===== config.mk =====
export PLATFORM = sky130hd
export DESIGN_NAME = jpeg_bit_reader_unstuff
export DESIGN_NICKNAME = d
export VERILOG_FILES = /design/src/hw/rtl/jbr_pkg.sv /design/src/hw/rtl/jbr_fifo.sv /design/src/hw/rtl/jbr_shift.sv /design/src/hw/rtl/jpeg_bit_reader_unstuff.sv
export SDC_FILE = /design/constraint.sdc
export NUM_CORES = 1
export LEC_CHECK = 0
export ABC_AREA = 1
export BUFFER_PORTS_ARGS = -buffer_cell sky130_fd_sc_hd__buf_4
export CAP_MARGIN = 10
export CELL_PAD_IN_SITES_DETAIL_PLACEMENT = 0
export CELL_PAD_IN_SITES_GLOBAL_PLACEMENT = 2
export CORE_MARGIN = 4
export CORE_UTILIZATION = 33
export CTS_CLUSTER_DIAMETER = 30
export DETAILED_ROUTE_END_ITERATION = 12
export GPL_TIMING_DRIVEN = 0
export HOLD_SLACK_MARGIN = 0.08
export PLACE_DENSITY = 0.72
export RECOVER_POWER = 50
export SLEW_MARGIN = 30
export SYNTH_ARGS = -nofsm -noshare
export SYNTH_HDL_FRONTEND = slang
export SYNTH_SLANG_ARGS = --single-unit

===== constraint.sdc =====
create_clock -name clk -period 2.81 [get_ports clk]
set_input_delay 0.4215 -clock clk [delete_from_list [all_inputs] [get_ports clk]]
set_output_delay 0.4215 -clock clk [all_outputs]
set_load 0.05 [all_outputs]

===== src/hw/rtl/jbr_pkg.sv =====
// ----------------------------------------------------------------------------
// jbr_pkg
// Shared types, codes and helpers for the entropy bit reader with unstuffing.
// ----------------------------------------------------------------------------
package jbr_pkg;

	localparam int FIFO_DEPTH    = 8;
	localparam int MAX_READ_BITS = 16;

	localparam int FIFO_PTR_W  = $clog2(FIFO_DEPTH);
	localparam int FIFO_FILL_W = $clog2(FIFO_DEPTH + 1);

	// opcodes
	localparam logic [2:0] OP_PUSH   = 3'd0;
	localparam logic [2:0] OP_READ_U = 3'd1;
	localparam logic [2:0] OP_READ_S = 3'd2;
	localparam logic [2:0] OP_READ_B = 3'd3;
	localparam logic [2:0] OP_READ_W = 3'd4;
	localparam logic [2:0] OP_ALIGN  = 3'd5;

	// status codes
	localparam logic [2:0] ST_OK        = 3'd0;
	localparam logic [2:0] ST_UNDERFLOW = 3'd1;
	localparam logic [2:0] ST_MARKER    = 3'd2;
	localparam logic [2:0] ST_UNALIGNED = 3'd3;
	localparam logic [2:0] ST_TOO_MANY  = 3'd4;
	localparam logic [2:0] ST_FULL      = 3'd5;

	typedef struct packed {
		logic [2:0] opcode;
		logic [7:0] stream_byte;
		logic [4:0] bit_count;
	} req_t;

	typedef struct packed {
		logic [15:0] value;
		logic [2:0]  status;
	} rsp_t;

	typedef struct packed {
		logic                   push;
		logic                   commit;
		logic [FIFO_PTR_W-1:0]  head;
		logic [FIFO_FILL_W-1:0] fill;
	} jbr_fifo_ctl_t;

	typedef struct packed {
		logic       restore;
		logic       load;
		logic [7:0] load_byte;
		logic       shift;
		logic       commit;
		logic       marker;
		logic       align;
	} jbr_shift_cmd_t;

	function automatic logic [FIFO_PTR_W-1:0] ptr_inc(input logic [FIFO_PTR_W-1:0] p);
		logic [FIFO_PTR_W-1:0] r;
		if (p == FIFO_PTR_W'(FIFO_DEPTH - 1))
			r = '0;
		else
			r = p + FIFO_PTR_W'(1);
		return r;
	endfunction

endpackage


===== src/hw/rtl/jbr_fifo.sv =====
// ----------------------------------------------------------------------------
// jbr_fifo
// Raw stream byte store: circular buffer with committed head and fill,
// registered read port addressed by the sequencer's working head.
// ----------------------------------------------------------------------------
module jbr_fifo import jbr_pkg::*; (
	input  logic                   clk,
	input  logic                   arst_n,
	input  jbr_fifo_ctl_t          ctl,
	input  logic [7:0]             wr_data,
	input  logic [FIFO_PTR_W-1:0]  rd_addr,
	output logic [7:0]             rd_data,
	output logic [FIFO_PTR_W-1:0]  head,
	output logic [FIFO_FILL_W-1:0] fill
);

	logic [7:0]             mem [FIFO_DEPTH];
	logic [FIFO_PTR_W-1:0]  head_q;
	logic [FIFO_FILL_W-1:0] fill_q;
	logic [FIFO_PTR_W:0]    wr_sum;
	logic [FIFO_PTR_W-1:0]  wr_addr;

	// head + fill stays below twice the depth, one subtract wraps it
	always_comb begin
		wr_sum = {1'b0, head_q} + (FIFO_PTR_W + 1)'(fill_q);
		if (wr_sum >= (FIFO_PTR_W + 1)'(FIFO_DEPTH))
			wr_sum = wr_sum - (FIFO_PTR_W + 1)'(FIFO_DEPTH);
		wr_addr = wr_sum[FIFO_PTR_W-1:0];
	end

	always_ff @(posedge clk) begin
		if (ctl.push)
			mem[wr_addr] <= wr_data;
		rd_data <= mem[rd_addr];
	end

	always_ff @(posedge clk or negedge arst_n) begin
		if (!arst_n) begin
			head_q <= '0;
			fill_q <= '0;
		end else if (ctl.commit) begin
			head_q <= ctl.head;
			fill_q <= ctl.fill;
		end else if (ctl.push) begin
			fill_q <= fill_q + FIFO_FILL_W'(1);
		end
	end

	assign head = head_q;
	assign fill = fill_q;

endmodule


===== src/hw/rtl/jbr_shift.sv =====
// ----------------------------------------------------------------------------
// jbr_shift
// Bit shift unit: committed and working copies of the current byte, and the
// accumulator that takes one bit per step, MSB first.
// ----------------------------------------------------------------------------
module jbr_shift import jbr_pkg::*; (
	input  logic           clk,
	input  logic           arst_n,
	input  jbr_shift_cmd_t cmd,
	output logic [15:0]    acc,
	output logic [3:0]     left_w,
	output logic [3:0]     left
);

	logic [7:0]  cur_q;
	logic [3:0]  left_q;
	logic [7:0]  cur_w_q;
	logic [3:0]  left_w_q;
	logic [15:0] acc_q;

	always_ff @(posedge clk or negedge arst_n) begin
		if (!arst_n) begin
			cur_q    <= '0;
			left_q   <= '0;
			cur_w_q  <= '0;
			left_w_q <= '0;
			acc_q    <= '0;
		end else begin
			if (cmd.align) begin
				cur_q  <= '0;
				left_q <= '0;
			end else if (cmd.marker) begin
				cur_q  <= 8'hFF;
				left_q <= 4'd8;
			end else if (cmd.commit) begin
				cur_q  <= cur_w_q;
				left_q <= left_w_q;
			end

			if (cmd.restore) begin
				cur_w_q  <= cur_q;
				left_w_q <= left_q;
				acc_q    <= '0;
			end else if (cmd.load) begin
				cur_w_q  <= cmd.load_byte;
				left_w_q <= 4'd8;
			end else if (cmd.shift) begin
				acc_q    <= {acc_q[14:0], cur_w_q[7]};
				cur_w_q  <= {cur_w_q[6:0], 1'b0};
				left_w_q <= left_w_q - 4'd1;
			end
		end
	end

	assign acc    = acc_q;
	assign left_w = left_w_q;
	assign left   = left_q;

endmodule


===== src/hw/rtl/jpeg_bit_reader_unstuff.sv =====
// ----------------------------------------------------------------------------
// jpeg_bit_reader_unstuff
// Entropy-coded segment bit reader with 0xFF 0x00 unstuffing.
// ----------------------------------------------------------------------------
// Requests arrive on req (valid/ready), one opcode per beat: push a raw byte,
// read 0..16 bits unsigned or jpeg-extended, read a raw byte or word, align.
// Every request gives exactly one beat on rsp with value and status.
// A bit read steps the shared shift unit one bit per cycle while the current
// byte has bits left; a byte loaded from the store passes through S_FETCH,
// a stuffed 0xFF 0x00 pair also through S_FF_WAIT and S_FF_CHK. Raw reads go
// through S_RAW_WAIT and S_RAW_HI, a word also through S_RAW_WAIT_LO and
// S_RAW_LO; every request ends in S_DONE. One request is in work at a time;
// req_ready is high only while the sequencer is idle.
// The finished result sits in an output register, so the next request is
// taken while rsp waits; a stalled rsp holds the sequencer only once it has
// a second result ready. Reset clears the store pointers, the bit buffer
// and rsp_valid; the byte store itself is not cleared.
// ----------------------------------------------------------------------------
module jpeg_bit_reader_unstuff import jbr_pkg::*; (
	input  logic clk,
	input  logic arst_n,
	input  logic req_valid,
	output logic req_ready,
	input  req_t req,
	output logic rsp_valid,
	input  logic rsp_ready,
	output rsp_t rsp
);

	typedef enum logic [3:0] {
		S_IDLE,
		S_BIT,
		S_FETCH,
		S_FF_WAIT,
		S_FF_CHK,
		S_RAW_WAIT,
		S_RAW_HI,
		S_RAW_WAIT_LO,
		S_RAW_LO,
		S_DONE
	} state_t;

	state_t                 state_q;
	logic [2:0]             op_q;
	logic [4:0]             n_q;
	logic [4:0]             cnt_q;
	logic                   word_q;
	logic [FIFO_PTR_W-1:0]  head_w_q;
	logic [FIFO_FILL_W-1:0] fill_w_q;
	logic [15:0]            res_value_q;
	logic [2:0]             res_status_q;
	logic                   rsp_valid_q;
	rsp_t                   rsp_q;

	jbr_fifo_ctl_t          fifo_ctl;
	jbr_shift_cmd_t         sh_cmd;
	logic [7:0]             rd_data;
	logic [FIFO_PTR_W-1:0]  fifo_head;
	logic [FIFO_FILL_W-1:0] fifo_fill;
	logic [15:0]            acc;
	logic [3:0]             left_w;
	logic [3:0]             left;

	logic                   accept;
	logic                   rsp_load;
	logic [FIFO_PTR_W-1:0]  head_inc;
	logic [FIFO_FILL_W-1:0] fill_dec;
	logic [15:0]            ext_mask;
	logic [15:0]            bits_value;
	logic [2:0]             start_status;
	state_t                 start_state;

	assign accept   = req_valid && req_ready;
	assign rsp_load = (state_q == S_DONE) && (!rsp_valid_q || rsp_ready);
	assign head_inc = ptr_inc(head_w_q);
	assign fill_dec = fill_w_q - FIFO_FILL_W'(1);

	// jpeg extend: a leading zero bit means a negative value
	always_comb begin
		ext_mask = ~(16'hFFFF << n_q);
		bits_value = acc;
		if (op_q == OP_READ_S && !acc[4'(n_q - 5'd1)])
			bits_value = acc - ext_mask;
	end

	// first status and state for a newly taken request
	always_comb begin
		start_status = ST_OK;
		start_state  = S_DONE;
		case (req.opcode)
			OP_PUSH: begin
				if (fifo_fill == FIFO_FILL_W'(FIFO_DEPTH))
					start_status = ST_FULL;
			end
			OP_READ_U, OP_READ_S: begin
				if (req.bit_count > 5'(MAX_READ_BITS))
					start_status = ST_TOO_MANY;
				else if (req.bit_count != 5'd0)
					start_state = S_BIT;
			end
			OP_READ_B: begin
				if (left != 4'd0)
					start_status = ST_UNALIGNED;
				else if (fifo_fill == FIFO_FILL_W'(0))
					start_status = ST_UNDERFLOW;
				else
					start_state = S_RAW_WAIT;
			end
			OP_READ_W: begin
				if (left != 4'd0)
					start_status = ST_UNALIGNED;
				else if (fifo_fill < FIFO_FILL_W'(2))
					start_status = ST_UNDERFLOW;
				else
					start_state = S_RAW_WAIT;
			end
			default: ;
		endcase
	end

	jbr_fifo u_fifo (
		.clk     (clk),
		.arst_n  (arst_n),
		.ctl     (fifo_ctl),
		.wr_data (req.stream_byte),
		.rd_addr (head_w_q),
		.rd_data (rd_data),
		.head    (fifo_head),
		.fill    (fifo_fill)
	);

	jbr_shift u_shift (
		.clk    (clk),
		.arst_n (arst_n),
		.cmd    (sh_cmd),
		.acc    (acc),
		.left_w (left_w),
		.left   (left)
	);

	always_comb begin
		sh_cmd        = '0;
		fifo_ctl      = '0;
		fifo_ctl.head = head_inc;
		fifo_ctl.fill = fill_dec;
		case (state_q)
			S_IDLE: begin
				if (accept) begin
					case (req.opcode)
						OP_PUSH: begin
							fifo_ctl.push = (fifo_fill != FIFO_FILL_W'(FIFO_DEPTH));
						end
						OP_READ_U, OP_READ_S: begin
							sh_cmd.restore = (req.bit_count <= 5'(MAX_READ_BITS))
								&& (req.bit_count != 5'd0);
						end
						OP_ALIGN: begin
							sh_cmd.align = 1'b1;
						end
						default: ;
					endcase
				end
			end
			S_BIT: begin
				if (cnt_q == 5'd0) begin
					sh_cmd.commit   = 1'b1;
					fifo_ctl.commit = 1'b1;
					fifo_ctl.head   = head_w_q;
					fifo_ctl.fill   = fill_w_q;
				end else if (left_w != 4'd0) begin
					sh_cmd.shift = 1'b1;
				end
			end
			S_FETCH: begin
				if (rd_data != 8'hFF) begin
					sh_cmd.load      = 1'b1;
					sh_cmd.load_byte = rd_data;
				end
			end
			S_FF_CHK: begin
				if (rd_data != 8'h00) begin
					// marker: bytes stay consumed, bit buffer reloads with 0xff
					sh_cmd.marker   = 1'b1;
					fifo_ctl.commit = 1'b1;
				end else begin
					sh_cmd.load      = 1'b1;
					sh_cmd.load_byte = 8'hFF;
				end
			end
			S_RAW_HI: begin
				fifo_ctl.commit = !word_q;
			end
			S_RAW_LO: begin
				fifo_ctl.commit = 1'b1;
			end
			default: ;
		endcase
	end

	always_ff @(posedge clk or negedge arst_n) begin
		if (!arst_n) begin
			state_q      <= S_IDLE;
			op_q         <= OP_PUSH;
			n_q          <= '0;
			cnt_q        <= '0;
			word_q       <= 1'b0;
			head_w_q     <= '0;
			fill_w_q     <= '0;
			res_value_q  <= '0;
			res_status_q <= ST_OK;
			rsp_valid_q  <= 1'b0;
			rsp_q        <= '0;
		end else begin
			if (rsp_load)
				rsp_valid_q <= 1'b1;
			else if (rsp_valid_q && rsp_ready)
				rsp_valid_q <= 1'b0;

			case (state_q)
				S_IDLE: begin
					if (accept) begin
						op_q         <= req.opcode;
						n_q          <= req.bit_count;
						cnt_q        <= req.bit_count;
						word_q       <= (req.opcode == OP_READ_W);
						head_w_q     <= fifo_head;
						fill_w_q     <= fifo_fill;
						res_value_q  <= '0;
						res_status_q <= start_status;
						state_q      <= start_state;
					end
				end
				S_BIT: begin
					if (cnt_q == 5'd0) begin
						res_value_q <= bits_value;
						state_q     <= S_DONE;
					end else if (left_w == 4'd0) begin
						if (fill_w_q == FIFO_FILL_W'(0)) begin
							res_status_q <= ST_UNDERFLOW;
							state_q      <= S_DONE;
						end else begin
							state_q <= S_FETCH;
						end
					end else begin
						cnt_q <= cnt_q - 5'd1;
					end
				end
				S_FETCH: begin
					head_w_q <= head_inc;
					fill_w_q <= fill_dec;
					if (rd_data == 8'hFF)
						state_q <= S_FF_WAIT;
					else
						state_q <= S_BIT;
				end
				S_FF_WAIT: begin
					// the stuffed byte must already be buffered
					if (fill_w_q == FIFO_FILL_W'(0)) begin
						res_status_q <= ST_UNDERFLOW;
						state_q      <= S_DONE;
					end else begin
						state_q <= S_FF_CHK;
					end
				end
				S_FF_CHK: begin
					head_w_q <= head_inc;
					fill_w_q <= fill_dec;
					if (rd_data != 8'h00) begin
						res_status_q <= ST_MARKER;
						state_q      <= S_DONE;
					end else begin
						state_q <= S_BIT;
					end
				end
				S_RAW_WAIT: begin
					state_q <= S_RAW_HI;
				end
				S_RAW_HI: begin
					res_value_q <= {8'h00, rd_data};
					head_w_q    <= head_inc;
					fill_w_q    <= fill_dec;
					state_q     <= word_q ? S_RAW_WAIT_LO : S_DONE;
				end
				S_RAW_WAIT_LO: begin
					state_q <= S_RAW_LO;
				end
				S_RAW_LO: begin
					res_value_q <= {res_value_q[7:0], rd_data};
					state_q     <= S_DONE;
				end
				S_DONE: begin
					if (rsp_load) begin
						rsp_q.value  <= res_value_q;
						rsp_q.status <= res_status_q;
						state_q      <= S_IDLE;
					end
				end
				default: begin
					state_q <= S_IDLE;
				end
			endcase
		end
	end

	assign req_ready = (state_q == S_IDLE);
	assign rsp_valid = rsp_valid_q;
	assign rsp       = rsp_q;

endmodule


Word-level counts from Yosys, hierarchy flattened. Memory sizes are Yosys's and may differ from the RTL's. A register that Yosys moved wholly into a read port is not among the register bits. Cells that the tools add are included.

$add $sub $neg: 9. Reduce and logical (&&, ||, !) cells: 38. Bitwise operators: 1. Multiplexer cells: 88. Eq/ne operators: 29. Order comparisons: 5. Shift-type cells: 1.

Operators by type and width (count): two-way mux 16 bit (6); two-way mux 4 bit (23); one-hot mux 16 bit (4 select lines) (1); two-way mux 8 bit (7); one-hot mux 4 bit (10 select lines) (1); two-way mux 3 bit (10); one-hot mux 3 bit (4 select lines) (2); two-way mux 1 bit (21); two-way mux 9 bit (2); one-hot mux 9 bit (2 select lines) (1); equality test 4 x 3 -> 1 bit (second input constant) (4); zero test 4 bit (4); inverter 16 bit (1); nonzero test 4 bit (4); << shifter 16 x 5 -> 16 bit (first input constant) (1); subtractor 16 bit (1); two-way mux 5 bit (3); equality test 4 bit (second input constant) (3); inequality test 2 bit (second input constant) (6); one-hot mux 4 bit (3 select lines) (1); subtractor 4 x 1 -> 4 bit (second input constant) (3); one-hot mux 5 bit (2 select lines) (1); nonzero test 2 bit (5); equality test 3 x 2 -> 1 bit (second input constant) (3); other kinds (39) (57).

Logic and storage cells: 191. Output and inout port bits: 21. Bits in registers: 111. Memories kept: 1. Input port bits: 20. Memory bits (writable): 64.

Memories: u_fifo.mem (words 8, width 8, rd ports 1, clocked after Yosys merged registers in 1, wr ports 1, RTL line jbr_fifo.sv:17) `logic [7:0] mem [FIFO_DEPTH];`.

Longest topological paths before layout.
Word-level depth: 8. Depth in mapped cells: 22. Depth with buffers taken out: 20.

Hierarchy. Synthesis repeated with hierarchy kept, for this count alone.

Cells, all modules: 1317. Area, all modules: 10417.5 µm².

Modules (own cells, without submodules): jpeg_bit_reader_unstuff (seq. area each 1601.5 µm², cells an instance 753, area each 5136.2 µm², times used 1); jbr_fifo (seq. area each 2257.2 µm², cells an instance 354, area each 3487.1 µm², times used 1); jbr_shift (seq. area each 1001.0 µm², cells an instance 210, area each 1794.2 µm², times used 1).

Worst setup path before layout. No wires, ideal clock.

Path type: register to register. From: register n_q[0]. To: register res_value_q[12]. Setup time: 0.117 ns. Required time: 2.693 ns. Stages on the path, launching flop included: 21. Arrival time: 2.408 ns. Setup slack: 0.285 ns. Cells stage by stage: dfrtp_1 -> buf_2 -> inv_2 -> buf_4 -> ha_1 -> ha_1 -> nand2_1 -> ha_1 -> fa_1 -> inv_1 -> nand3_1 -> nand3_1 -> nand3_1 -> nand3_1 -> nand2_1 -> nand2_1 -> nand2_1 -> nand3_1 -> nand2_1 -> nand2_1 -> nand2_1.

Longest elaborated chain between the ends: 8. Elaborated cells on any way between the ends: 11.

Ends and longest elaborated chain: start, declared (RTL line jpeg_bit_reader_unstuff.sv:45) `logic [4:0] n_q;`; start signal, assigned (RTL line jpeg_bit_reader_unstuff.sv:223) `n_q <= req.bit_count;`; branches (longest 5 deep; another with subtractor 16 bit); two-way mux 16 bit * (RTL line jpeg_bit_reader_unstuff.sv:82) `if (op_q == OP_READ_S && !acc[4'(n_q - 5'd1)])`; two-way mux 16 bit * (RTL line jpeg_bit_reader_unstuff.sv:234) `if (cnt_q == 5'd0) begin`; one-hot mux 16 bit (4 select lines) * (RTL line jpeg_bit_reader_unstuff.sv:219) `case (state_q)`; end signal, assigned (RTL line jpeg_bit_reader_unstuff.sv:235) `res_value_q <= bits_value;`; end signal, assigned (RTL line jpeg_bit_reader_unstuff.sv:279) `res_value_q <= {8'h00, rd_data};`; end signal, assigned (RTL line jpeg_bit_reader_unstuff.sv:288) `res_value_q <= {res_value_q[7:0], rd_data};`; end, declared (RTL line jpeg_bit_reader_unstuff.sv:50) `logic [15:0] res_value_q;`.

Mark *: on every way between the ends. The select of a mux whose other input is x is not followed. A chain may end at the register's enable or synchronous reset.

Worst setup path in the final report.
From: register u_fifo.fill_q[1] (netlist: u_fifo.fill[1]). To: memory u_fifo.mem[0][0], enable pin.

Longest elaborated chain between the ends: 6. Elaborated cells on any way between the ends: 10.

Ends and longest elaborated chain: start, declared (RTL line jbr_fifo.sv:19) `logic [FIFO_FILL_W-1:0] fill_q;`; start signal, assigned (RTL line jbr_fifo.sv:43) `fill_q <= ctl.fill;`; start signal, assigned (RTL line jbr_fifo.sv:45) `fill_q <= fill_q + FIFO_FILL_W'(1);`; branches (longest 6 deep; another with adder 3 x 4 -> 4 bit); end, declared (RTL line jbr_fifo.sv:17).

Parallel ways; which one is timed is not known.

==> out/results.ini <==
[timing]
fin_setup_tns_ns = 0
worst_slew_pin_slew_ns = 1.634
whs_ns = 0.2336
clock_skew_ns = 0.01382
final_hold_viol_count = 0
fin_crit_sh = 0.9529
setup-violations-final = 0
grt_setup_unrepaired = true
min_period_ns = 2.678
clock.fmax_mhz = 373.5
fin_ws_ns = 0.1323
slew_viol_final = 58
relSlewSlack = -0.08955

[synthesis]
syn-num-nets = 1209
syn_area_um2 = 9816
syn_inst = 1159
synth_edf_count = 64
ys_types = 54
synth-async-reset-ratio = 0.6066
ys_warn_count = 0
synthFlopType = dfrtp_1
synth-seq-cells = 183
syn_avg_cell_area_um2 = 8.469
ys_seq_area_frac = 0.4951

[worst_setup_path]
crit_type = register to register
crit_slowest_cell = nor2_1
cp-startpoint = u_fifo.fill[1]
r2r_cells = 8
crit_cells = 8
cp-end-kind = register
max_stage_delay_ns = 0.70
r2r-end = u_fifo.mem[0][0]
cp_cell_sequence = inv_1, ha_1, inv_1, nor3_1, nor3_1, nand2_1, or2_1, nor2_1
critPathBufInv = 2
endpoint = u_fifo.mem[0][0]
required_ns = 2.87
crit_fanout = 8
reg2reg_slack_ns = 0.13
cpLargestDelayFamily = simple AND/OR/NAND/NOR gates
worstReg2RegStart = u_fifo.fill[1]
start_kind = register
arrival_ns = 2.73

[die]
initial_utilization = 0.3383
die_area_um2 = 32570
die_w_um = 180.5
rows = 62
core_um2 = 29010
die_y_um = 180.5
ios = 41

[power_and_ir_drop]
power_mw = 14.31
ir_worst_vdd_mv = 0.3921
p_leak_nw = 5.220
power-per-cell-area_nw_per_um2 = 1268

[route]
drtPass1Iterations = 4
drc_errors = 0
antenna_left = 0
met2WireLength_um = 14610
drt_wl_total_um = 28190
highest_layer = met4
vias_per_cell = 4.798
drt-initial-drc-count = 489
routedLengthMet1_um = 12610
wl_met3_um = 542
wl_per_cell_um = 17.44
vias = 7753

[cts]
clk_pin_slew_ns = 0.07
cts_buffer_depth = 2
cts_htree_levels = 4
cts_buffers = 17
cts_tree = built
worst_skew_pair.late_latency_ns = 0.44
root_buffer = clkbuf_16
cts.sinks = 183

[final_layout]
final_net_count = 1269
diodes = 0
syn_to_final_growth_pct = 14.95
fillers = 3048
drive_gt1_frac = 0.1437
finalInstanceArea_um2 = 11280
finalCoreUtilization = 0.3889
stdcell_count = 1616

[worst_hold_path]
whs_path_depth = 3
hold_path.class = primary input to register

[place]
post-place-ws_ns = -0.2007
port_buffers = 40
place.gp.congestion = 0.8360
hpwl_um = 21320
dpl.cell_count = 1584
post_dp_cell_area_um2 = 10630

[run_status]
status = finished with violations
violations = max-capacitance violations, max-slew violations

[global_routing]
grt_pass1_wl_um = 45410
grt_max_degree = 59
grtUsageTotal = 0.1757
grt-ovfl-total = 0
grt_pass1_vias = 8097
antenna_found_initial = 0

[run]
max_cap_viol_count = 1

[cells in the final DEF, fill, tap and decap left out, drive strengths merged, types with 7 or more instances in the layout]
cell    netlist  final
a22oi         7      7
o22ai        14     14
clkbuf       18     43
inv         145    155
a21oi        53     53
ha           28     28
a31oi        14     14
dfxtp         8      8
nor2        138    138
mux2         18     18
nand2       276    276
o221ai        8      8
nand3        64     64
buf          18     50
dfrtp       111    111
xor2         11     11
nor3         10     10
o21ai       109    109
edfxtp       64     64
[worst min path at each step]
stage	start	endpoint	slack, ns
2_1_floorplan	arst_n	cnt_q[0]	0.13
3_3_place_gp	op_q[0]	op_q[0]	0.46
3_5_place_dp	arst_n	u_shift.cur_q[3]	0.40
4_1_cts	req[8]	u_fifo.mem[5][3]	0.21
5_1_grt	req[1]	n_q[1]	0.25
6_report	req[0]	n_q[0]	0.23
[power by group]
| part | switching [mW] | total [mW] | leakage (nW) | internal (mW) |
|---|---|---|---|---|
| Sequential | 0.621 | 4.19 | 2.05 | 3.57 |
| Clock | 1.18 | 2.45 | 0.289 | 1.28 |
| Combinational | 5.10 | 7.67 | 2.88 | 2.56 |
| Total | 6.90 | 14.3 | 5.22 | 7.41 |
[worst reg2reg max path: cells and delay by family (launching register included)]
kind,cells,cell delay [ns]
fa+ha+maj,1,0.20
buf+inv,2,0.19
flops,1,0.49
simple gates,5,1.41
[logic make-up after synthesis]
| kind of cell | Yosys count | synth area share |
|---|---|---|
| simple gates | 510 | 0.2250 |
| compound gates | 220 | 0.1313 |
| buf+inv | 183 | 0.07482 |
| flops | 183 | 0.4951 |
| fa+ha+maj | 30 | 0.03977 |
| mux | 18 | 0.02065 |
| xor+xnor | 15 | 0.01338 |
[flip-flops by register name, summed over array words and instances, names as in the netlist]
name,cells
u_fifo.mem,64
rsp,19
res_value_q,16
u_shift.acc,16
u_fifo.rd_data,8
u_shift.cur_q,8
u_shift.cur_w_q,8
cnt_q,5
n_q,5
fill_w_q,4
state_q,4
u_fifo.fill,4
u_shift.left,4
u_shift.left_w,4
head_w_q,3
op_q,3
res_status_q,3
u_fifo.head,3
rsp_valid,1
word_q,1
[repair_timing]
| item | CTS | global route |
|---|---|---|
| endpoints found under the hold margin | 57 | 0 |
| hold buffers | 1 | 0 |
| resized for setup | 8 | 18 |
| setup buffers | 0 | 1 |
| pin swaps | 1 | 3 |
| endpoints found under the setup margin | 6 | 34 |
[per-layer routing]
metal	up-vias	GRT usage
li1	3958	-
met1	3680	0.2212
met2	86	0.3190
met3	29	0.02442
met4	0	0.04235
met5	-	0
[final cells by class]
| type | instances | area (µm²) | share of cell area |
|---|---|---|---|
| buffer | 34 | 176.4 | 0.01564 |
| clock buffer | 17 | 425.4 | 0.03770 |
| clock inverter | 15 | 170.2 | 0.01508 |
| inverter | 147 | 560.5 | 0.04968 |
| multi-input combinational | 793 | 4298 | 0.3809 |
| sequential | 183 | 4860 | 0.4307 |
| tap | 384 | 480.5 | 0.04258 |
| timing repair buffer | 43 | 312.8 | 0.02772 |
[synth_stat cells (4+ instances only)]
cell / n / area, µm²
nor2_2: 7 / 43.79
nand3b_1: 6 / 45.04
dfxtp_1: 8 / 160.2
a22oi_1: 7 / 52.55
xnor2_1: 4 / 35.03
buf_4: 5 / 37.54
inv_2: 18 / 67.56
inv_1: 127 / 476.7
xor2_1: 11 / 96.34
edfxtp_1: 64 / 1922
a21oi_1: 52 / 260.3
o21ai_1: 20 / 100.1
o21ai_0: 88 / 440.4
a31oi_1: 14 / 87.58
nor2_1: 125 / 469.2
clkbuf_1: 18 / 67.56
nor3_1: 9 / 45.04
o211ai_1: 6 / 45.04
nand4_1: 6 / 37.54
nand2_1: 268 / 1006
nor4_1: 4 / 25.02
ha_1: 28 / 350.3
mux2_2: 18 / 202.7
buf_2: 10 / 50.05
o221ai_2: 6 / 90.09
o22ai_1: 14 / 87.58
dfrtp_1: 111 / 2778
nand2_2: 6 / 37.54
nand3_2: 5 / 50.05
nand3_1: 59 / 295.3
nor2_4: 5 / 56.30
No activity file was read; power rests on OpenSTA's default activity.
